File: src/design/assert_macros.svh
// ----------------------------------------------------------------------------
// Assertion macros
// Concurrent assertion wrappers, empty when SYNTHESIS is defined.
// ----------------------------------------------------------------------------
`ifndef ASSERT_MACROS_SVH
`define ASSERT_MACROS_SVH

`ifndef SYNTHESIS
`define LRP_ASSERT(lbl, clk, rstn, prop) \
	lbl: assert property (@(posedge clk) disable iff (!rstn) (prop)) \
		else $error("assertion failed");
`define LRP_ASSERT_NEXT(lbl, clk, rstn, ante, cons) \
	lbl: assert property (@(posedge clk) disable iff (!rstn) (ante) |=> (cons)) \
		else $error("assertion failed");
`else
`define LRP_ASSERT(lbl, clk, rstn, prop)
`define LRP_ASSERT_NEXT(lbl, clk, rstn, ante, cons)
`endif

`endif

File: src/design/lrp_pkg.sv
// ----------------------------------------------------------------------------
// lrp_pkg
// Shared types and constants of the log ring packetizer.
// ----------------------------------------------------------------------------
`default_nettype none

package lrp_pkg;

	localparam logic [1:0] REQ_APPEND_DRAIN = 2'd0;
	localparam logic [1:0] REQ_DRAIN        = 2'd1;
	localparam logic [1:0] REQ_APPEND       = 2'd2;

	localparam logic [7:0] HEAD_BYTE = 8'hAA;
	localparam logic [7:0] TAIL_BYTE = 8'hBB;

	localparam int unsigned    APB_ADDR_W       = 3;
	localparam logic [2:0]     ADDR_PACKET_TYPE = 3'd0;

	localparam int unsigned CNT_W    = 4;
	localparam int unsigned QUEUE_AW = 1;

	typedef struct packed {
		logic        append;
		logic        drain;
		logic [31:0] word;
	} cmd_t;

	typedef enum logic [2:0] {
		S_IDLE,
		S_COUNT,
		S_HEAD,
		S_TYPE,
		S_LEN,
		S_DATA,
		S_FETCH,
		S_TAIL
	} back_state_t;

endpackage

`default_nettype wire

File: src/design/lrp_front.sv
// ----------------------------------------------------------------------------
// lrp_front
// Accepts requests, decodes the request code into a command, registers it.
// ----------------------------------------------------------------------------
`default_nettype none

module lrp_front import lrp_pkg::*; (
	input  wire logic        clk,
	input  wire logic        arst_n,
	input  wire logic        req_valid,
	output logic             req_ready,
	input  wire logic [1:0]  req_type,
	input  wire logic [15:0] log_flag,
	input  wire logic [15:0] log_value,
	output logic             cmd_valid,
	output cmd_t             cmd,
	input  wire logic        cmd_ready
);

	logic valid_s1;
	cmd_t cmd_s1;
	cmd_t dec;
	logic keep;

	always_comb begin
		dec.word = {log_flag, log_value};
		unique case (req_type)
			REQ_APPEND_DRAIN: begin
				dec.append = 1'b1;
				dec.drain  = 1'b1;
			end
			REQ_DRAIN: begin
				dec.append = 1'b0;
				dec.drain  = 1'b1;
			end
			REQ_APPEND: begin
				dec.append = 1'b1;
				dec.drain  = 1'b0;
			end
			default: begin
				dec.append = 1'b0;
				dec.drain  = 1'b0;
			end
		endcase
		keep = dec.append | dec.drain;
	end

	assign req_ready = !valid_s1 || cmd_ready;

	always_ff @(posedge clk or negedge arst_n) begin
		if (!arst_n) begin
			valid_s1 <= 1'b0;
		end else if (req_valid && req_ready) begin
			valid_s1 <= keep;
		end else if (cmd_ready) begin
			valid_s1 <= 1'b0;
		end
	end

	always_ff @(posedge clk) begin
		if (req_valid && req_ready) begin
			cmd_s1 <= dec;
		end
	end

	assign cmd_valid = valid_s1;
	assign cmd       = cmd_s1;

endmodule

`default_nettype wire

File: config.mk
export PLATFORM = sky130hd
export DESIGN_NAME = lrp_front
export DESIGN_NICKNAME = d
export VERILOG_FILES = /design/src/design/assert_macros.svh /design/src/design/lrp_pkg.sv /design/src/design/lrp_front.sv
export SDC_FILE = /design/constraint.sdc
export NUM_CORES = 1
export LEC_CHECK = 0
export ABC_CLOCK_PERIOD_IN_PS = 2800
export BUFFER_PORTS_ARGS = -buffer_cell sky130_fd_sc_hd__clkbuf_2
export CORE_MARGIN = 10
export CORE_UTILIZATION = 43
export CTS_CLUSTER_SIZE = 25
export DETAILED_ROUTE_END_ITERATION = 10
export GPL_TIMING_DRIVEN = 0
export MAX_ROUTING_LAYER = met4
export PLACE_DENSITY = 0.83
export SYNTH_ARGS = -nofsm -noshare
export SYNTH_HDL_FRONTEND = slang
export SYNTH_SLANG_ARGS = --single-unit
File: constraint.sdc
create_clock -name clk -period 2.8 [get_ports clk]
set_input_delay 0.42 -clock clk [delete_from_list [all_inputs] [get_ports clk]]
set_output_delay 0.42 -clock clk [all_outputs]
set_load 0.01 [all_outputs]
==> out/qor.log, run 1 <==
INFO  worst_setup_path critPathLaunchType=register
INFO  yosys          postSynthCellCount=41
INFO  floorplan      number_of_placement_rows=18
INFO  worst_hold_path min_path_type=in -> reg
INFO  routing        drt_via_density=4.44
INFO  floorplan      initial_core_util=44.4%
INFO  sta            maximum_operating_frequency=731MHz
INFO  yosys          yosys_most_used_dff=sky130_fd_sc_hd__edfxtp_1
INFO  routing        dr.first_iter.drc_count=25
INFO  place          number_of_input_and_output_port_buffers_inserted=73
INFO  routing        num_vias=680
INFO  yosys          ys_warn_count=0
INFO  pwr            power_per_cell_area=617nW/µm²
INFO  routing        route.antenna.remaining_nets=0
INFO  pwr            static-leakage-power=0.000713µW
INFO  yosys          netlist_top_cells_area=sky130_fd_sc_hd__edfxtp_1 94%, sky130_fd_sc_hd__dfrtp_1 2.3%, sky130_fd_sc_hd__nand2b_4 1.3%
INFO  grt            gr-total-overflow=0
INFO  sta            final-hold-violation-count=0
INFO  worst_setup_path worst-endpoint-required=2.38ns
INFO  worst_setup_path end_kind=primary output
INFO  clock_network  cts.path.max_buffers=2
INFO  yosys          postSynthNetCount=79
INFO  pwr            netSwitchingFraction=22.2%
INFO  clock_network  numCtsBuffers=5
INFO  clock_network  cts_tree=done
INFO  yosys          synth.distinct_cells=7
INFO  sta            setup-tns-final=0ns
INFO  grt            grt.total_usage=10.9%
INFO  clock_network  tritoncts_num_sinks=35
INFO  yosys          yosys-top-cells-count=34 x sky130_fd_sc_hd__edfxtp_1, 2 x sky130_fd_sc_hd__inv_1
INFO  clock_network  post_cts.repair.setup_buffers=0
INFO  pwr            power.combinational.fraction=9.6%
INFO  floorplan      coreArea=2450µm²
INFO  grt            first_global_vias=833
INFO  place          gpl.final_weighted_congestion=0.703
INFO  pwr            design_power_total=960µW
INFO  pwr            seqPwrFrac=64.6%
INFO  layout         area_growth_from_synthesis_to_final_layout=42.7%
INFO  pwr            internal_power=748µW
INFO  worst_setup_path crit_arrival=0.95ns
INFO  floorplan      die_h=70.3µm
INFO  yosys          synth-seq-area-share=96.0%
INFO  sta            rsz0062_at_grt=false
INFO  pwr            power.ir.vdd_worst=0.498mV
INFO  sta            finalMaxSlewViolations=0
INFO  sta            worst_slew_margin_rel=72.0%
INFO  yosys          yosysTopAreaCellShare=93.7%
INFO  run_status     outcome=finished, final reports clean
INFO  yosys          edff_count_synth=34
INFO  floorplan      chipWidth=70.3µm
INFO  worst_setup_path path_max_fanout=3
INFO  run            timing.max_cap.violations=0
INFO  worst_setup_path timing_worst_setup_path_type=reg -> out
INFO  pwr            power_frac_clock=25.8%
INFO  pwr            net-switching-power=213µW
INFO  sta            timing.hold.ws=0.263ns
INFO  clock_network  clock_transition_at_the_registers_of_the_reported_paths=0.10ns
INFO  yosys          cell_with_the_most_instances_after_synthesis=sky130_fd_sc_hd__edfxtp_1
INFO  routing        remaining_drc_errors=0
INFO  clock_network  clockRootBuffer=sky130_fd_sc_hd__clkbuf_4
INFO  yosys          postSynthRegisterBits=35
INFO  layout         layout.nets=160
INFO  layout         antenna-diode-count=0
INFO  grt            antenna_violations_before_repair=0
INFO  sta            fin_worst_skew=0.00669ns
INFO  routing        drt_wl_total=2470µm
INFO  yosys          dominant_cell_type_by_area_after_synthesis=sky130_fd_sc_hd__edfxtp_1
INFO  sta            setup_viol=0
INFO  yosys          syn_area=1090µm²
INFO  yosys          async_flop_share=2.86%
INFO  routing        routed_wire_length_per_instance=16.1µm
INFO  grt            first_pass_grt_wire_length=3970µm
INFO  layout         final_layout_size_suffix_gt1_share=67.5%
INFO  sta            max_slew.worst_pin.slew=0.420ns
INFO  grt            largest_net_degree_at_the_start_of_global_routing=35
INFO  clock_network  htreeDepth=2
INFO  clock_network  clk-insertion-delay-late=0.32ns
INFO  sta            layout_min_cycle_time=1.37ns
INFO  routing        drt-pass1-iter-count=4
INFO  yosys          post_synth.cell_area_avg=26.6µm²
INFO  floorplan      number_of_ports_placed_on_the_die_boundary=74
INFO  sta            final.period_utilization=48.9%
INFO  floorplan      die_area=4950µm²
-- power groups by stage --
stage / registers [µW] / clock network, µW / logic (µW)
after floorplan: 650 / 0 / 15.8
after global placement: 631 / 0 / 90.8
after detailed placement: 633 / 0 / 93.6
after CTS: 621 / 258 / 94.8
after global routing: 624 / 281 / 103
final: 621 / 247 / 92.4
-- sequential cells by signal, summed over array words and instances (netlist names) --
register,flops
cmd_valid,1
cmd,34
-- repair_timing --
action / CTS / global route
resized for setup: 0 / 0
endpoints found under the hold margin: 1 / 0
hold buffers: 1 / 0
-- cells by family after synthesis --
kind of cell	count (synthesis)	synth area share, %
compound gates	1	0.919
buf+inv	2	0.689
simple gates	3	2.41
flops	35	96.0
-- layer usage --
metal / wire length, µm / part of all wire (%) / GRT usage (%) / vias up
met5: 0 / 0 / - / -
met4: 19 / 0.77 / 4.61 / 0
met3: 406 / 16 / 9.32 / 2
met2: 1160 / 47 / 16.0 / 52
met1: 876 / 36 / 10.1 / 303
li1: - / - / - / 323
-- critical path: stages, from the launching register on --
cell	delay (ns)
sky130_fd_sc_hd__dfrtp_1	0.42
sky130_fd_sc_hd__nand2b_4	0.08
sky130_fd_sc_hd__clkbuf_2	0.13
-- cell type report --
class | count | area, µm²
flip-flops and latches | 35 | 1050
fillers | 181 | 900
clock inverters | 3 | 15.0
inverters | 2 | 7.51
clock buffers | 5 | 37.5
repair buffers | 74 | 375
well taps | 30 | 37.5
multi-input cells | 4 | 36.3
-- placed cells by master (no fill, tap or decap) --
master	netlist	layout
sky130_fd_sc_hd__clkbuf_2	0	73
sky130_fd_sc_hd__edfxtp_1	34	34
sky130_fd_sc_hd__clkbuf_4	0	5
sky130_fd_sc_hd__clkinv_2	0	3
sky130_fd_sc_hd__inv_1	2	2
sky130_fd_sc_hd__nand2b_4	1	1
sky130_fd_sc_hd__and2_4	1	1
sky130_fd_sc_hd__a21bo_1	1	1
sky130_fd_sc_hd__nand2_1	1	1
sky130_fd_sc_hd__dfrtp_1	1	1
sky130_fd_sc_hd__dlygate4sd3_1	0	1
-- stage by stage --
step                      worst slack (ns)  instance area [µm²]  instances  util [%]
after floorplan                       1.56                 1090         41         -
final                                 1.43                 1560        153      63.4
after global routing                  1.37                 1560        153      63.4
after global placement                1.42                 1490        144      60.8
after CTS                             1.41                 1560        153      63.4
after detailed placement              1.39                 1490        144      60.8
-- final timing paths --
kind                             start         to  slack, ns  cells after the start
max reg2reg                  cmd_valid     cmd[3]       1.54                      2
max                          cmd_valid  req_ready       1.43                      2
min in group asynchronous       arst_n  cmd_valid       0.39                      2
min                        log_flag[8]    cmd[24]       0.26                      1
min reg2reg                  cmd_valid  cmd_valid       0.55                      2
max in group asynchronous       arst_n  cmd_valid       2.33                      2
Power figures use the tool's default switching activity.
==> run 2, diff against run 1 <==
--- a/config.mk
+++ b/config.mk
@@ -5,15 +5,15 @@
 export SDC_FILE = /design/constraint.sdc
 export NUM_CORES = 1
 export LEC_CHECK = 0
-export ABC_CLOCK_PERIOD_IN_PS = 2800
+export ABC_CLOCK_PERIOD_IN_PS = 1200
 export BUFFER_PORTS_ARGS = -buffer_cell sky130_fd_sc_hd__clkbuf_2
 export CORE_MARGIN = 10
-export CORE_UTILIZATION = 43
+export CORE_UTILIZATION = 36
 export CTS_CLUSTER_SIZE = 25
 export DETAILED_ROUTE_END_ITERATION = 10
 export GPL_TIMING_DRIVEN = 0
 export MAX_ROUTING_LAYER = met4
-export PLACE_DENSITY = 0.83
+export PLACE_DENSITY = 0.74
 export SYNTH_ARGS = -nofsm -noshare
 export SYNTH_HDL_FRONTEND = slang
 export SYNTH_SLANG_ARGS = --single-unit
==> constraint.sdc (replaced) <==
create_clock -name clk -period 1.2 [get_ports clk]
set_input_delay 0.18 -clock clk [delete_from_list [all_inputs] [get_ports clk]]
set_output_delay 0.18 -clock clk [all_outputs]
set_load 0.01 [all_outputs]
==> run 2 against run 1 <==
Net effect: global-route usage is 0.74 points lower; sequential cell count stayed put; final cell count up 4.6%; clock power is 130% higher.
==> out/qor.log, run 2 (same netlist as run 1, synthesis figures left out) <==
INFO  pwr            static-leakage-power=0.000732µW
INFO  routing        dr.first_iter.drc_count=31
INFO  layout         layout_commonest_cell=sky130_fd_sc_hd__clkbuf_2
INFO  worst_setup_path crit_arrival=1.14ns
INFO  worst_setup_path worst-endpoint-required=1.21ns
INFO  layout         area_growth_from_synthesis_to_final_layout=48.8%
INFO  worst_hold_path min_path_type=in -> reg
INFO  layout         design_area=1620µm²
INFO  floorplan      number_of_ports_placed_on_the_die_boundary=74
INFO  worst_setup_path crit_slowest_cell=sky130_fd_sc_hd__dfrtp_1
INFO  sta            final.period_utilization=94.0%
INFO  clock_network  cts_tree=done
INFO  worst_setup_path worst-path-buf-inv=0
INFO  clock_network  clk-insertion-delay-late=0.33ns
INFO  sta            worst_slew_margin_rel=84.2%
INFO  worst_setup_path critPathLaunchType=register
INFO  clock_network  clockRootBuffer=sky130_fd_sc_hd__clkbuf_4
INFO  clock_network  clock_transition_at_the_registers_of_the_reported_paths=0.11ns
INFO  layout         flip_flop_count_of_the_largest_register_after_layout=34
INFO  clock_network  tritoncts_num_sinks=35
INFO  place          post_dp_area=1490µm²
INFO  worst_setup_path cp_cell_sequence=nand2b_4, and2_4
INFO  sta            setup_viol=0
INFO  grt            first_pass_grt_wire_length=3960µm
INFO  worst_setup_path timing_worst_setup_path_type=reg -> reg
INFO  worst_setup_path r2r_start=cmd_valid
INFO  worst_setup_path timing.reg2reg.worst_path_depth=2
INFO  layout         antenna-diode-count=0
INFO  grt            grt.total_usage=10.2%
INFO  floorplan      initial_core_util=38.5%
INFO  pwr            power_per_cell_area=1400nW/µm²
INFO  layout         seqCellArea=1050µm²
INFO  place          placement.setup.worst_slack=-0.0653ns
INFO  grt            antenna_violations_before_repair=0
INFO  floorplan      die_h=75.0µm
INFO  routing        route.top_layer_used=met4
INFO  grt            gr-total-overflow=0
INFO  routing        route.layer.met1.wl=993µm
INFO  layout         highest_count_cells_in_the_layout_ignoring_fill_and_taps=72 x sky130_fd_sc_hd__clkbuf_2, 34 x sky130_fd_sc_hd__edfxtp_1, 6 x sky130_fd_sc_hd__dlygate4sd3_1
INFO  floorplan      chipWidth=75.0µm
INFO  floorplan      die_area=5630µm²
INFO  grt            largest_net_degree_at_the_start_of_global_routing=18
INFO  worst_setup_path end_kind=register
INFO  routing        drt_via_density=4.52
INFO  routing        num_vias=723
INFO  routing        met2WireLength=1410µm
INFO  clock_network  cts.path.max_buffers=2
INFO  sta            final-hold-violation-count=0
INFO  run_status     outcome=finished, final reports clean
INFO  pwr            power.ir.vdd_worst=0.968mV
INFO  worst_hold_path min-delay-start=log_value[2]
INFO  sta            fin_worst_skew=0.00786ns
INFO  worst_setup_path worst_path_dominant_cell_family=flip-flops
INFO  layout         final_layout_size_suffix_gt1_share=63.6%
INFO  sta            finalWorstSetupSlack=0.0723ns
INFO  worst_setup_path cpPeakStageDelay=0.42ns
INFO  routing        drt_wl_total=2820µm
INFO  routing        routed_wire_length_per_instance=17.6µm
INFO  clock_network  numCtsBuffers=5
INFO  routing        remaining_drc_errors=0
INFO  place          number_of_input_and_output_port_buffers_inserted=73
INFO  layout         layout.filler_cells=200
INFO  routing        drt-pass1-iter-count=4
INFO  place          gpl.final_weighted_congestion=0.664
INFO  worst_hold_path hold_path_depth=1
INFO  sta            rsz0062_at_grt=false
INFO  worst_hold_path worstHoldEndpoint=cmd[2]
INFO  worst_setup_path r2r-end=cmd[19]
INFO  worst_setup_path path_max_fanout=17
INFO  clock_network  htreeDepth=2
INFO  layout         layout.nets=166
INFO  floorplan      coreArea=2830µm²
INFO  routing        wl_met3=390µm
INFO  routing        route.antenna.remaining_nets=0
INFO  grt            first_global_vias=805
INFO  sta            finalMaxSlewViolations=0
INFO  worst_setup_path worst-r2r-setup-slack=0.07ns
INFO  sta            max_slew.worst_pin.slew=0.236ns
INFO  floorplan      number_of_placement_rows=19
INFO  sta            maximum_operating_frequency=887MHz
INFO  run            timing.max_cap.violations=0
INFO  layout         multi_input_area=45.0µm²
INFO  sta            layout_min_cycle_time=1.13ns
INFO  clock_network  post_cts.repair.setup_buffers=0
INFO  sta            timing.hold.ws=0.0231ns
run 2: cell count changes in the layout (fill, tap and decap cells not counted), sizes merged:
| cell | change |
|---|---|
| and2 | +1 |
| buf | +1 |
| clkbuf | -1 |
| clkinv | -1 |
| clkinvlp | +1 |
| dlygate4sd3 | +5 |
run 2: worst reg2reg max path: cells and delay by family (launching register included):
family	cells	cell delay, ns
DFF	1	0.42
and+or+nand+nor	2	0.39
run 2: repair_timing:
| action | CTS | global route |
|---|---|---|
| pin swaps | 1 | 0 |
| endpoints found under the setup margin | 34 | 1 |
| hold buffers | 1 | 5 |
| cloned | 1 | 0 |
| endpoints found under the hold margin | 1 | 5 |
| gates resized for setup | 1 | 2 |
run 2: area by class of cell:
class                      count  share of cell area, %
clock inverter                 3                  0.926
clock buffer                   5                   2.31
tap                           31                   2.39
sequential                    35                   64.5
inverter                       2                  0.463
multi-input combinational      5                   2.78
timing repair buffer          79                   26.6
run 2: how the worst max path moves through the flow:
| stage | from | to | slack, ns | cells past startpoint |
|---|---|---|---|---|
| after CTS | cmd_valid | req_ready | 0.03 | 2 |
| after global placement | cmd_valid | cmd[0] | -0.04 | 2 |
| final | cmd_valid | cmd[19] | 0.07 | 2 |
| after detailed placement | cmd_valid | cmd[5] | -0.07 | 2 |
| after floorplan | cmd_valid | cmd[0] | -0.02 | 2 |
| after global routing | cmd_valid | cmd[12] | 0.02 | 2 |
run 2: through the flow:
step	instances	utilization, %	setup TNS [ns]	total power (µW)
after floorplan	41	-	-0.737	1550
after global placement	145	52.8	-1.21	1690
after detailed placement	145	52.8	-2.19	1700
after CTS	155	55.3	0	2280
after global routing	160	57.3	0	2380
final	160	57.3	0	2270
run 2: where the power goes:
group	leakage [µW]	switching [µW]	internal, µW
Sequential	0.000337	22.3	1430
Combinational	0.000369	125	115
Clock	0.0000263	364	215
Total	0.000732	511	1760
run 2: layer usage:
metal	global-route usage [%]	vias up
li1	-	334
met1	9.86	331
met2	15.1	56
met3	7.36	2
met4	4.62	0
met5	-	-
