[src/design/assert_macros.svh]
// ----------------------------------------------------------------------------
// Assertion macros
// Concurrent assertion wrappers, empty when SYNTHESIS is defined.
// ----------------------------------------------------------------------------
`ifndef ASSERT_MACROS_SVH
`define ASSERT_MACROS_SVH

`ifndef SYNTHESIS
`define LRP_ASSERT(lbl, clk, rstn, prop) \
	lbl: assert property (@(posedge clk) disable iff (!rstn) (prop)) \
		else $error("assertion failed");
`define LRP_ASSERT_NEXT(lbl, clk, rstn, ante, cons) \
	lbl: assert property (@(posedge clk) disable iff (!rstn) (ante) |=> (cons)) \
		else $error("assertion failed");
`else
`define LRP_ASSERT(lbl, clk, rstn, prop)
`define LRP_ASSERT_NEXT(lbl, clk, rstn, ante, cons)
`endif

`endif

[src/design/lrp_pkg.sv]
// ----------------------------------------------------------------------------
// lrp_pkg
// Shared types and constants of the log ring packetizer.
// ----------------------------------------------------------------------------
`default_nettype none

package lrp_pkg;

	localparam logic [1:0] REQ_APPEND_DRAIN = 2'd0;
	localparam logic [1:0] REQ_DRAIN        = 2'd1;
	localparam logic [1:0] REQ_APPEND       = 2'd2;

	localparam logic [7:0] HEAD_BYTE = 8'hAA;
	localparam logic [7:0] TAIL_BYTE = 8'hBB;

	localparam int unsigned    APB_ADDR_W       = 3;
	localparam logic [2:0]     ADDR_PACKET_TYPE = 3'd0;

	localparam int unsigned CNT_W    = 4;
	localparam int unsigned QUEUE_AW = 1;

	typedef struct packed {
		logic        append;
		logic        drain;
		logic [31:0] word;
	} cmd_t;

	typedef enum logic [2:0] {
		S_IDLE,
		S_COUNT,
		S_HEAD,
		S_TYPE,
		S_LEN,
		S_DATA,
		S_FETCH,
		S_TAIL
	} back_state_t;

endpackage

`default_nettype wire

[src/design/lrp_queue.sv]
// ----------------------------------------------------------------------------
// lrp_queue
// Two-entry command queue between the front and back parts.
// ----------------------------------------------------------------------------
`default_nettype none

`include "assert_macros.svh"

module lrp_queue import lrp_pkg::*; (
	input  wire logic clk,
	input  wire logic arst_n,
	input  wire logic push_valid,
	output logic      push_ready,
	input  wire cmd_t push_cmd,
	output logic      pop_valid,
	input  wire logic pop_ready,
	output cmd_t      pop_cmd
);

	localparam int unsigned DEPTH = 2 ** QUEUE_AW;

	cmd_t                  slot_q [DEPTH];
	logic [QUEUE_AW-1:0]   head_q;
	logic [QUEUE_AW-1:0]   tail_q;
	logic [QUEUE_AW:0]     count_q;
	logic                  push;
	logic                  pop;

	assign push_ready = (count_q != (QUEUE_AW + 1)'(DEPTH));
	assign pop_valid  = (count_q != '0);
	assign push       = push_valid && push_ready;
	assign pop        = pop_valid && pop_ready;
	assign pop_cmd    = slot_q[head_q];

	always_ff @(posedge clk or negedge arst_n) begin
		if (!arst_n) begin
			head_q  <= '0;
			tail_q  <= '0;
			count_q <= '0;
		end else begin
			if (push) begin
				tail_q <= tail_q + 1'b1;
			end
			if (pop) begin
				head_q <= head_q + 1'b1;
			end
			if (push && !pop) begin
				count_q <= count_q + 1'b1;
			end else if (pop && !push) begin
				count_q <= count_q - 1'b1;
			end
		end
	end

	always_ff @(posedge clk) begin
		if (push) begin
			slot_q[tail_q] <= push_cmd;
		end
	end

	`LRP_ASSERT(a_count_bound, clk, arst_n, count_q <= (QUEUE_AW + 1)'(DEPTH))
	`LRP_ASSERT(a_ptr_gap, clk, arst_n,
		(count_q == (QUEUE_AW + 1)'(DEPTH)) || (head_q == tail_q) == (count_q == '0))

endmodule

`default_nettype wire

[config.mk]
export PLATFORM = sky130hd
export DESIGN_NAME = lrp_queue
export DESIGN_NICKNAME = d
export VERILOG_FILES = /design/src/design/lrp_pkg.sv /design/src/design/lrp_queue.sv
export VERILOG_INCLUDE_DIRS = /design/src /design/src/design
export SDC_FILE = /design/constraint.sdc
export NUM_CORES = 1
export LEC_CHECK = 0
export ABC_CLOCK_PERIOD_IN_PS = 3600
export BUFFER_PORTS_ARGS = -buffer_cell sky130_fd_sc_hd__buf_2
export CAP_MARGIN = 20
export CORE_MARGIN = 1
export CORE_UTILIZATION = 56
export CTS_CLUSTER_SIZE = 10
export DETAILED_ROUTE_END_ITERATION = 8
export GPL_TIMING_DRIVEN = 0
export PLACE_DENSITY = 0.84
export SYNTH_ARGS = -nofsm -noshare
export SYNTH_HDL_FRONTEND = slang
export SYNTH_SLANG_ARGS = --single-unit
[constraint.sdc]
create_clock -name clk -period 3.6 [get_ports clk]
set_input_delay 1.08 -clock clk [delete_from_list [all_inputs] [get_ports clk]]
set_output_delay 1.08 -clock clk [all_outputs]
set_load 0.02 [all_outputs]
==> results.md, run 1 <==
- CTS H-tree lvls: 3
- ANT nets after route: 0
- Syn Nets: between 150 and 200
- Final setup viols: 0
- Total negative slack: 0 ns
- Fraction of layout cells with a size suffix above 1: about 58%
- Worst-skew pair later-pin latency: ~0.33 ns
- Initial antenna violation count: 0
- Initial core utilization: 58.9%
- Detailed placement HPWL: around 2.9 mm
- Syn Std Cell Area: 0.00280 mm2
- Core region area: 0.00475 mm2
- Worst-path cell chain: buf_6 > buf_12 > mux2_4 > buf_2
- CTS Buffer Depth: 2
- Net count, final: around 250
- CP max FO: 10
- Via count: between 1,000 and 1,500
- Flops & latches, synth: between 70 and 80
- Number of setup buffers added after CTS: 0
- Maximum VDD drop: ~770 uV
- Post-synthesis instance total: roughly 120
- Final core occ: a little under three quarters
- Register area: between 0.002 and 0.0025 mm2
- Critical Path End Type: primary output
- GRT overflow: 0
- CP Launch Point: head_q
- Synth-to-Final Area Change: 21.9%
- Avg Inst Size Synth: 22.6 um2
- Leakage Power: between 1 and 1.5 nW
- Period minus WS final: ~2.6 ns
- Vias per inst: ~4.9
- Wire per inst: 15.4 um
- # rows: 25
- Distinct cell type count after synthesis: 15
- Asr flop ratio synth: between 5 and 6%
- Max Clk Rate: between 300 and 400 MHz
- Die area: 0.00528 mm2
- Die Wd: 72.7 um
- Die height: between 70 and 80 um
- # diodes: 0
- DRC Markers: 0
- Startpoint Class: flop
- Post-synth EDFFs: slightly below 70
- Footprint of the multi-input gates: 591 um2
- Num CTS Buffers: 9
- Relative slew slack: roughly 34%
- Initial drt markers: 75
- Critical path class: reg -> out
- R2R depth: 3
- Ports: 74
- Root buffer cell: clkbuf_8
- Tot Pwr: 2.85 mW
- Synth area leader: edfxtp_1
- Worst-path cell with the longest stage delay: dfrtp_1
- Setup crit end: pop_cmd[9]
- Required time of the critical path: 2.52 ns
- PortBufs: 73
- Final Hold Fails: 0
- Max Slew Vio Count: 0
- Vias in the first global route: about 1,400
- DRT Pass-1 Iters: 4
- WP data arrival: between 1 and 1.5 ns
- Slew @ Worst Pin: 0.995 ns
- CTS tree: done
- Total GRT Usage: 17.8%
- Status: completed
- Synth warn: 0
- Routability congestion estimate: 0.620
- Inst Count DP: approximately 260
- Min-Delay Path Class: reg -> reg
- Reg2reg start: count_q[0]
- Fillers: around 330
- R2R setup slack: approximately 1.7 ns
- RSZ-0062 raised after global routing: false
- Post-CTS Resized: 0
- Top post-synthesis cells by area: edfxtp_1 (73%), mux2_4 (16%), dfrtp_1 (3.6%), buf_12 (2.1%), mux2_2 (2.0%)
- Routed wire length: between 4 and 5 mm
- Final worst-path cycle share: roughly 71%
- Largest net degree at the start of global routing: 35
- Clk_skew: 0.00492 ns
- CP max stage delay: between 0.3 and 0.4 ns
- Post-synthesis sequential area ratio: between 70% and 80%
- Clk sinks: 72
- Synth top area share: approximately 73%
- Top_reg_cell synth: edfxtp_1
- Number of max-cap violations: 0
- First-pass GRT wire length: 6.58 mm
- CTS clk-pin slew, worst paths: ~0.070 ns
- R2r endpoint: slot_q[0][10]
- Pwr Density: 836 mW/mm2
- Final cell count without fillers: 280
- Hold Buf Count CTS: 0
[cells in the mapped netlist (2+ instances only)]
cell and n:
xnor2_1 3, edfxtp_1 68, mux2_2 5, mux2_4 29, dfrtp_1 4, nor2_1 2, buf_12 3, nand2_1 2
xor2_1 2
[state kept, by name, indices dropped and copies added, names as in the netlist]
register and count:
slot_q 68, tail_q 1, count_q 2, head_q 1
[worst min path at each step]
| stage | start | endpoint | slack, ns | cells past startpoint |
|---|---|---|---|---|
| 6_report | count_q[1] | count_q[1] | 0.52 | 1 |
| 5_1_grt | arst_n | count_q[1] | 0.53 | 1 |
| 4_1_cts | count_q[1] | count_q[1] | 0.51 | 1 |
| 3_5_place_dp | count_q[1] | count_q[1] | 0.49 | 1 |
| 3_3_place_gp | count_q[1] | count_q[1] | 0.47 | 1 |
| 2_1_floorplan | count_q[1] | count_q[1] | 0.46 | 1 |
[through the flow]
stage | cell area (um2) | setup WS [ns] | hold WS (ns)
final | 3410 | 1.05 | 0.521
after global routing | 3410 | 0.987 | 0.530
after CTS | 3410 | 1.03 | 0.513
after detailed placement | 3260 | 1.11 | 0.487
after global placement | 3250 | -0.128 | 0.471
after floorplan | 2800 | 0.561 | 0.456
[per-layer routing]
| metal | vias to the layer above | wire (um) | track usage [%] |
|---|---|---|---|
| met5 | - | 0 | 0 |
| met4 | 0 | 62 | 10.5 |
| met3 | 7 | 259 | 4.42 |
| met2 | 59 | 2210 | 29.3 |
| met1 | 666 | 1770 | 21.3 |
| li1 | 646 | - | - |
[placed cells by master (no fill, tap or decap)]
cell type	synthesis	final
nand2b_1	1	1
nand2_1	2	2
and3_2	0	1
xor2_1	2	2
ha_1	1	1
or2_1	1	1
buf_6	1	1
clkbuf_8	0	9
mux2_2	5	5
mux2_4	29	29
clkinvlp_4	0	1
clkinv_2	0	1
nor2_1	2	1
clkbuf_1	0	2
nor2_4	0	1
clkinv_1	0	3
buf_12	3	3
dfrtp_1	4	4
edfxtp_1	68	68
xnor2_1	3	3
buf_2	0	73
inv_1	1	1
[worst max-delay path: cells and delay by family (launching register included)]
kind     cells  cell delay, ns
buf+inv      3            0.46
flops        1            0.37
mux          1            0.30
[final cells by class]
class / instances / area share (%)
plain buffers: 4 / 2.09
clock buffers: 11 / 3.85
clock inverters: 5 / 0.697
inverters: 1 / 0.110
multi-input cells: 47 / 17.3
flip-flops and latches: 72 / 62.8
well taps: 67 / 2.46
repair buffers: 73 / 10.7
[where the power goes]
part	internal, mW	total, mW	switching [mW]
logic	0.523	1.12	0.602
registers	1.15	1.22	0.0655
clock network	0.242	0.508	0.266
[kinds of logic (layout without fill, tap and decap cells)]
group	after synthesis	in the layout	synth area share, %
AND/OR/NAND/NOR	7	7	1.21
buffers and inverters	5	94	2.68
flip-flops	72	72	76.5
multiplexers	34	34	17.6
adder cells (fa/ha/maj)	1	1	0.447
XOR/XNOR	5	5	1.56
Note: power is estimated with default switching activity, not from simulation.
==> run 2: changes to the inputs <==
--- a/config.mk
+++ b/config.mk
@@ -6,15 +6,16 @@
 export SDC_FILE = /design/constraint.sdc
 export NUM_CORES = 1
 export LEC_CHECK = 0
-export ABC_CLOCK_PERIOD_IN_PS = 3600
+export ABC_AREA = 1
+export ABC_CLOCK_PERIOD_IN_PS = 2200
 export BUFFER_PORTS_ARGS = -buffer_cell sky130_fd_sc_hd__buf_2
 export CAP_MARGIN = 20
 export CORE_MARGIN = 1
-export CORE_UTILIZATION = 56
+export CORE_UTILIZATION = 46
 export CTS_CLUSTER_SIZE = 10
 export DETAILED_ROUTE_END_ITERATION = 8
 export GPL_TIMING_DRIVEN = 0
-export PLACE_DENSITY = 0.84
+export PLACE_DENSITY = 0.74
 export SYNTH_ARGS = -nofsm -noshare
 export SYNTH_HDL_FRONTEND = slang
 export SYNTH_SLANG_ARGS = --single-unit
==> constraint.sdc (replaced) <==
create_clock -name clk -period 2.2 [get_ports clk]
set_input_delay 0.66 -clock clk [delete_from_list [all_inputs] [get_ports clk]]
set_output_delay 0.66 -clock clk [all_outputs]
set_load 0.02 [all_outputs]
==> run 2 against run 1 <==
- sequential power increased by 61%
- worst setup slack got worse by 0.90 ns
- hold slack got worse by 0.40 ns
- synthesized area decreased by 1.4%
- cell count increased by 32%
- sequential share of layout area decreased by 2.3 points
- critical path type unchanged
- highest routed layer unchanged
==> results.md, run 2 <==
- Largest net degree at the start of global routing: 19 (was 35)
- Startpoint Class: flop (unchanged)
- Number of setup buffers added after CTS: 0 (unchanged)
- Post-CTS Resized: 0 (unchanged)
- Pre-CTS setup slack: 0.281 ns (was 1.11 ns)
- Net count, final: 331 (was 247)
- Synth-to-Final Area Change: 28.4% (was 21.9%)
- GRT overflow: 0 (unchanged)
- Top post-synthesis cells by area: edfxtp_1 (74%), nand2_1 (13%), dfrtp_1 (3.6%), nand2_2 (2.9%), buf_6 (1.2%) (was edfxtp_1 (73%), mux2_4 (16%), dfrtp_1 (3.6%), buf_12 (2.1%), mux2_2 (2.0%))
- Max FFs per register: 68 (unchanged)
- PortBufs: 73 (unchanged)
- CTS tree: done (unchanged)
- R2R depth: 5 (was 3)
- Worst-skew pair later-pin latency: 0.34 ns (was 0.33 ns)
- CP max stage delay: 0.38 ns (was 0.37 ns)
- Post-route setup slack: 0.143 ns (was 1.05 ns)
- Num CTS Buffers: 9 (unchanged)
- Commonest non-fill, non-tap cell in the layout: nand2_1 (was buf_2)
- Via count: 1,696 (was 1,378)
- Syn Std Cell Area: 0.00276 mm2 (was 0.00280 mm2)
- Period minus WS final: approximately 2.1 ns
- Biggest regs: slot_q (68), count_q (2) (unchanged)
- Cell with the most instances after synthesis: nand2_1 (was edfxtp_1)
- Reg2reg start: count_q[0] (unchanged)
- # diodes: 0 (unchanged)
- Final Hold Fails: 0 (unchanged)
- Fraction of layout cells with a size suffix above 1: 38.4% (was 58.2%)
- ANT nets after route: 0 (unchanged)
- Critical path class: reg -> out (unchanged)
- Synth area leader: edfxtp_1 (unchanged)
- Final core occ: 62.8% (was 71.8%)
- Ports: 74 (unchanged)
- Reg with most FFs: slot_q (unchanged)
- Die area: 0.00631 mm2 (was 0.00528 mm2)
- First-pass GRT wire length: 7.69 mm (was 6.58 mm)
- Root buffer cell: clkbuf_8 (unchanged)
- Hold Buf Count CTS: 0 (unchanged)
- Clk_skew: 0.00835 ns (was 0.00492 ns)
- Distinct cell type count after synthesis: 16 (was 15)
- Die height: 79.4 um (was 72.7 um)
- CTS Buffer Depth: 2 (unchanged)
- Routability congestion estimate: 0.785 (was 0.620)
- Routed wire length: 4.76 mm (was 4.31 mm)
- Vias per inst: 4.60 (was 4.92)
- RSZ-0062 raised after global routing: false (unchanged)
- Relative slew slack: 59.4% (was 33.5%)
- Detailed placement HPWL: 3.20 mm (was 2.85 mm)
- Pwr Density: 1480 mW/mm2 (was 836 mW/mm2)
- Initial core utilization: 48.9% (was 58.9%)
- Post-synth EDFFs: 68 (unchanged)
- Wire per inst: 12.9 um (was 15.4 um)
- DRT Pass-1 Iters: 4 (unchanged)
- DRC Markers: 0 (unchanged)
- Status: completed (unchanged)
- Die Wd: 79.4 um (was 72.7 um)
- Total GRT Usage: 17.0% (was 17.8%)
- Synth top area share: 74.0% (was 73.0%)
- Syn Nets: 245 (was 163)
- Asr flop ratio synth: 5.56% (unchanged)
- Final setup viols: 0 (unchanged)
- # rows: 27 (was 25)
- Slew @ Worst Pin: 0.608 ns (was 0.995 ns)
- Final worst-path cycle share: between 90% and 100%
- Synth cell count leaders: nand2_1 (99), edfxtp_1 (68), nand2_2 (13) (was edfxtp_1 (68), mux2_4 (29), mux2_2 (5))
- Initial drt markers: 96 (was 75)
- Synth warn: 0 (unchanged)
- Commonest non-fill, non-tap cells in the layout: nand2_1 (99), buf_2 (73), edfxtp_1 (68) (was buf_2 (73), edfxtp_1 (68), mux2_4 (29))
- CTS clk-pin slew, worst paths: 0.07 ns (about the same)
- CP Depth: 6 (was 4)
- Vias in the first global route: 1,679 (was 1,371)
- Clk sinks: 72 (unchanged)
- Worst-path cell chain: buf_6 > inv_8 > buf_6 > nand2_1 > nand2_1 > buf_2 (was buf_6 > buf_12 > mux2_4 > buf_2)
- Avg Inst Size Synth: 13.4 um2 (was 22.6 um2)
- CP Launch Point: head_q (unchanged)
- Buffers & Inverters on Critical Path: 4 (was 3)
- Max Slew Vio Count: 0 (unchanged)
- Maximum VDD drop: 738 uV (was 766 uV)
- Delay-heaviest family, CP: buffers and inverters (unchanged)
- Post-synthesis instance total: 206 (was 124)
- Final cell count without fillers: 369 (was 280)
- Inst Count DP: 353 (was 264)
- Top_reg_cell synth: edfxtp_1 (unchanged)
- CTS H-tree lvls: 3 (unchanged)
- Post-synthesis sequential area ratio: 77.6% (was 76.5%)
- Worst-path cell with the longest stage delay: dfrtp_1 (unchanged)
- Critical Path End Type: primary output (unchanged)
- R2r endpoint: slot_q[0][3] (was slot_q[0][10])
- CP max FO: 10 (unchanged)
- Min-Delay Path Class: in -> async (was reg -> reg)
- R2R setup slack: 0.53 ns (was 1.70 ns)
- WP data arrival: 1.40 ns (was 1.47 ns)
- Initial antenna violation count: 0 (unchanged)
- Max Clk Rate: roughly 490 MHz
- Core region area: 0.00564 mm2 (was 0.00475 mm2)
- Required time of the critical path: 1.54 ns (was 2.52 ns)
- Leakage Power: 1.56 nW (was 1.38 nW)
- Flops & latches, synth: 72 (unchanged)
- Number of max-cap violations: 0 (unchanged)
-- run 2: cell types whose count changed in the layout (fill, tap and decap cells not counted), moves of 3 or more --
| cell | delta |
|---|---|
| buf_4 | +3 |
| bufinv_16 | +4 |
| inv_1 | +4 |
| mux2_2 | -5 |
| mux2_4 | -29 |
| nand2_1 | +97 |
| nand2_2 | +13 |
-- run 2: worst max-delay path by stage --
| stage | endpoint |
|---|---|
| after global routing | pop_cmd[31] |
| after floorplan | slot_q[0][0] |
| after CTS | pop_cmd[12] |
| final | pop_cmd[12] |
| after detailed placement | slot_q[0][8] |
| after global placement | slot_q[1][0] |
-- run 2: worst reg2reg max path: cells and delay by family, from the launching register on --
family | cells | cell delay (ns)
simple gates | 3 | 0.68
flops | 1 | 0.40
buf+inv | 2 | 0.31
-- run 2: cells by family (layout without fill, tap and decap cells) --
group / Yosys count / in the layout / synth area share, %
XOR/XNOR: 2 / 2 / 0.635
flip-flops: 72 / 72 / 77.6
buffers and inverters: 14 / 105 / 3.99
adder cells (fa/ha/maj): 1 / 1 / 0.453
AND/OR/NAND/NOR: 117 / 117 / 17.3
-- run 2: cell type report --
cell class	instances	area (um2)
plain buffers	7	76.3
fillers	442	2100
flip-flops and latches	72	2140
multi-input cells	120	522
inverters	7	33.8
clock inverters	7	134
repair buffers	75	420
clock buffers	9	124
well taps	72	90.1
-- run 2: per-stage QoR --
step	hold slack [ns]	total power [mW]	instance area, um2	TNS (ns)
2_1_floorplan	0.364	3.30	2760	-27.22
3_3_place_gp	0.470	3.87	3210	-86.41
3_5_place_dp	0.483	3.99	3280	0
4_1_cts	0.107	5.32	3540	0
5_1_grt	0.110	5.58	3540	0
6_report	0.117	5.25	3540	0
-- run 2: power breakdown --
part / switching (mW) / internal [mW] / total (mW)
Combinational: 1.29 / 0.671 / 1.96
Sequential: 0.0959 / 1.88 / 1.97
Clock: 0.454 / 0.860 / 1.31
-- run 2: routing by layer --
metal	up-vias	wire length (um)	GRT usage (%)
li1	860	-	-
met1	756	2050	19.1
met2	70	2230	27.7
met3	10	389	5.83
met4	0	89	10.4
met5	-	0	0
==> run 3: changes to the inputs <==
--- a/config.mk
+++ b/config.mk
@@ -11,11 +11,11 @@
 export BUFFER_PORTS_ARGS = -buffer_cell sky130_fd_sc_hd__buf_2
 export CAP_MARGIN = 20
 export CORE_MARGIN = 1
-export CORE_UTILIZATION = 46
+export CORE_UTILIZATION = 45
 export CTS_CLUSTER_SIZE = 10
 export DETAILED_ROUTE_END_ITERATION = 8
 export GPL_TIMING_DRIVEN = 0
-export PLACE_DENSITY = 0.74
+export PLACE_DENSITY = 0.73
 export SYNTH_ARGS = -nofsm -noshare
 export SYNTH_HDL_FRONTEND = slang
 export SYNTH_SLANG_ARGS = --single-unit
==> run 3 against run 2 <==
- cell count grew 0.54%
- die area grew 2.2%
- sequential power is essentially flat
- critical path type unchanged
- highest routed layer unchanged
==> results.md, run 3 (synthesis gave the netlist of run 2 again) <==
- Status: completed (unchanged)
- Max Clk Rate: 501 MHz (was 486 MHz)
- Number of max-cap violations: 0 (unchanged)
- Ports: 74 (unchanged)
- Hold_ws: 0.127 ns (was 0.117 ns)
- Fillers: 496 (was 442)
- # rows: 28 (was 27)
- Die height: 80.3 um (was 79.4 um)
- CP max FO: 10 (unchanged)
- Min-Delay Path Class: in -> async (unchanged)
- GR Util met1: 17.5% (was 19.1%)
- Biggest regs: slot_q (68), count_q (2) (unchanged)
- Critical Path End Type: primary output (unchanged)
- Reg with most FFs: slot_q (unchanged)
- Initial core utilization: 46.6% (was 48.9%)
- Clk_skew: 0.00627 ns (was 0.00835 ns)
- Clock share of power: 19.3% (was 25.0%)
- Wire per inst: 12.9 um (about the same)
- Relative slew slack: 60.0% (was 59.4%)
- Net switching power: 1.82 mW (was 1.84 mW)
- Routed wire length: 4.79 mm (was 4.76 mm)
- Initial drt markers: 66 (was 96)
- CTS clk-pin slew, worst paths: 0.06 ns (was 0.07 ns)
- Met3 Use GR: 6.48% (was 5.83%)
- Leakage Power: 1.52 nW (was 1.56 nW)
- Startpoint Class: flop (unchanged)
- Max Slew Vio Count: 0 (unchanged)
- Die area: 0.00645 mm2 (was 0.00631 mm2)
- Commonest non-fill, non-tap cell in the layout: nand2_1 (unchanged)
- Largest net degree at the start of global routing: 19 (unchanged)
- DRT Pass-1 Iters: 4 (unchanged)
- RSZ-0062 raised after global routing: false (unchanged)
- Post-route setup slack: 0.204 ns (was 0.143 ns)
- CTS H-tree lvls: 3 (unchanged)
- Num CTS Buffers: 9 (unchanged)
- Net count, final: 331 (unchanged)
- PortBufs: 73 (unchanged)
- Pwr Density: 1410 mW/mm2 (was 1480 mW/mm2)
- Met2 Use GR: 25.6% (was 27.7%)
- Root buffer cell: clkbuf_8 (unchanged)
- Maximum VDD drop: 620 uV (was 738 uV)
- WP data arrival: 1.34 ns (was 1.40 ns)
- Footprint of the multi-input gates: 522 um2 (unchanged)
- Total GRT Usage: 15.7% (was 17.0%)
- Seq pwr share: 40.5% (was 37.6%)
- Post-CTS Resized: 0 (unchanged)
- P_int: 3.05 mW (was 3.41 mW)
- CP max stage delay: 0.37 ns (was 0.38 ns)
- Worst-skew pair later-pin latency: 0.33 ns (was 0.34 ns)
- Die Wd: 80.3 um (was 79.4 um)
- Register area: 0.00214 mm2 (unchanged)
- CTS Buffer Depth: 2 (unchanged)
- DRC Markers: 0 (unchanged)
- Commonest non-fill, non-tap cells in the layout: nand2_1 (99), buf_2 (73), edfxtp_1 (68) (unchanged)
- Slew @ Worst Pin: 0.598 ns (was 0.608 ns)
- Final Hold Fails: 0 (unchanged)
- Sw Share: 37.3% (was 35.1%)
- Worst-path cell with the longest stage delay: dfrtp_1 (unchanged)
- # diodes: 0 (unchanged)
- Final setup viols: 0 (unchanged)
- Layer with the highest usage: met2 (unchanged)
- Max FFs per register: 68 (unchanged)
- First-pass GRT wire length: 7.21 mm (was 7.69 mm)
- Detailed placement HPWL: 3.30 mm (was 3.20 mm)
- Vias in the first global route: 1,586 (was 1,679)
- Pre-CTS setup slack: 0.290 ns (was 0.281 ns)
- Number of setup buffers added after CTS: 0 (unchanged)
- Hold Buf Count CTS: 0 (unchanged)
- Combinational fraction of design power: 40.2% (was 37.4%)
- Final worst-path cycle share: 90.7% (was 93.5%)
- Core region area: 0.00592 mm2 (was 0.00564 mm2)
- Critical path class: reg -> out (unchanged)
- Synth-to-Final Area Change: 25.5% (was 28.4%)
- CTS tree: done (unchanged)
- Tot Pwr: 4.87 mW (was 5.25 mW)
- Total negative slack: 0 ns (unchanged)
- Clk sinks: 72 (unchanged)
- Period minus WS final: 2.00 ns (was 2.06 ns)
- ANT nets after route: 0 (unchanged)
- Vias per inst: 4.61 (was 4.60)
- Routability congestion estimate: 0.668 (was 0.785)
- Required time of the critical path: 1.54 ns (about the same)
- Via count: 1,712 (was 1,696)
- Fraction of layout cells with a size suffix above 1: 37.5% (was 38.4%)
- Worst-path cell chain: buf_6 > inv_8 > buf_6 > nand2_1 > nand2_1 > buf_2 (unchanged)
- GRT overflow: 0 (unchanged)
- Initial antenna violation count: 0 (unchanged)
==> run 3: stage by stage <==
step	util (%)	cells	instance area [um2]
global route	58.5	371	3460
floorplan	-	206	2760
global placement	54.4	354	3220
CTS	58.5	371	3460
finish	58.5	371	3460
detailed placement	55.5	356	3290
==> run 3: routing by layer <==
layer | share of wire [%] | vias to the layer above
met4 | 1.1 | 0
met3 | 8.5 | 7
li1 | - | 858
met1 | 42 | 787
met5 | 0 | -
met2 | 48 | 60
==> run 3: area by class of cell <==
cell class | instances | share of cell area (%)
sequential | 72 | 61.8
multi-input combinational | 120 | 15.1
timing repair buffer | 75 | 12.1
clock buffer | 9 | 3.58
tap | 75 | 2.71
buffer | 7 | 2.20
clock inverter | 6 | 1.48
inverter | 7 | 0.975
==> run 3: final timing paths <==
check,from,endpoint,slack (ns),cells after the start
max reg2reg,count_q[0],slot_q[1][5],0.53,5
min in group clk,push_cmd[4],slot_q[1][4],0.51,1
max in group asynchronous,arst_n,head_q,1.96,1
min reg2reg,count_q[1],count_q[1],0.53,2
min,arst_n,count_q[1],0.13,1
max,head_q,pop_cmd[8],0.20,6
==> run 3: worst max-delay path: cells and delay by family (launching register included) <==
kind,cells,cell delay (ns)
AND/OR/NAND/NOR,2,0.11
flip-flops,1,0.37
buffers and inverters,4,0.53
==> run 3: power by group through the flow <==
stage          Combinational (mW)  Clock, mW  Sequential [mW]
2_1_floorplan                1.30          0             1.99
3_3_place_gp                 1.86          0             2.01
3_5_place_dp                 1.99          0             2.01
4_1_cts                      2.00      0.964             1.98
5_1_grt                      2.15       1.02             2.00
6_report                     1.96      0.939             1.97
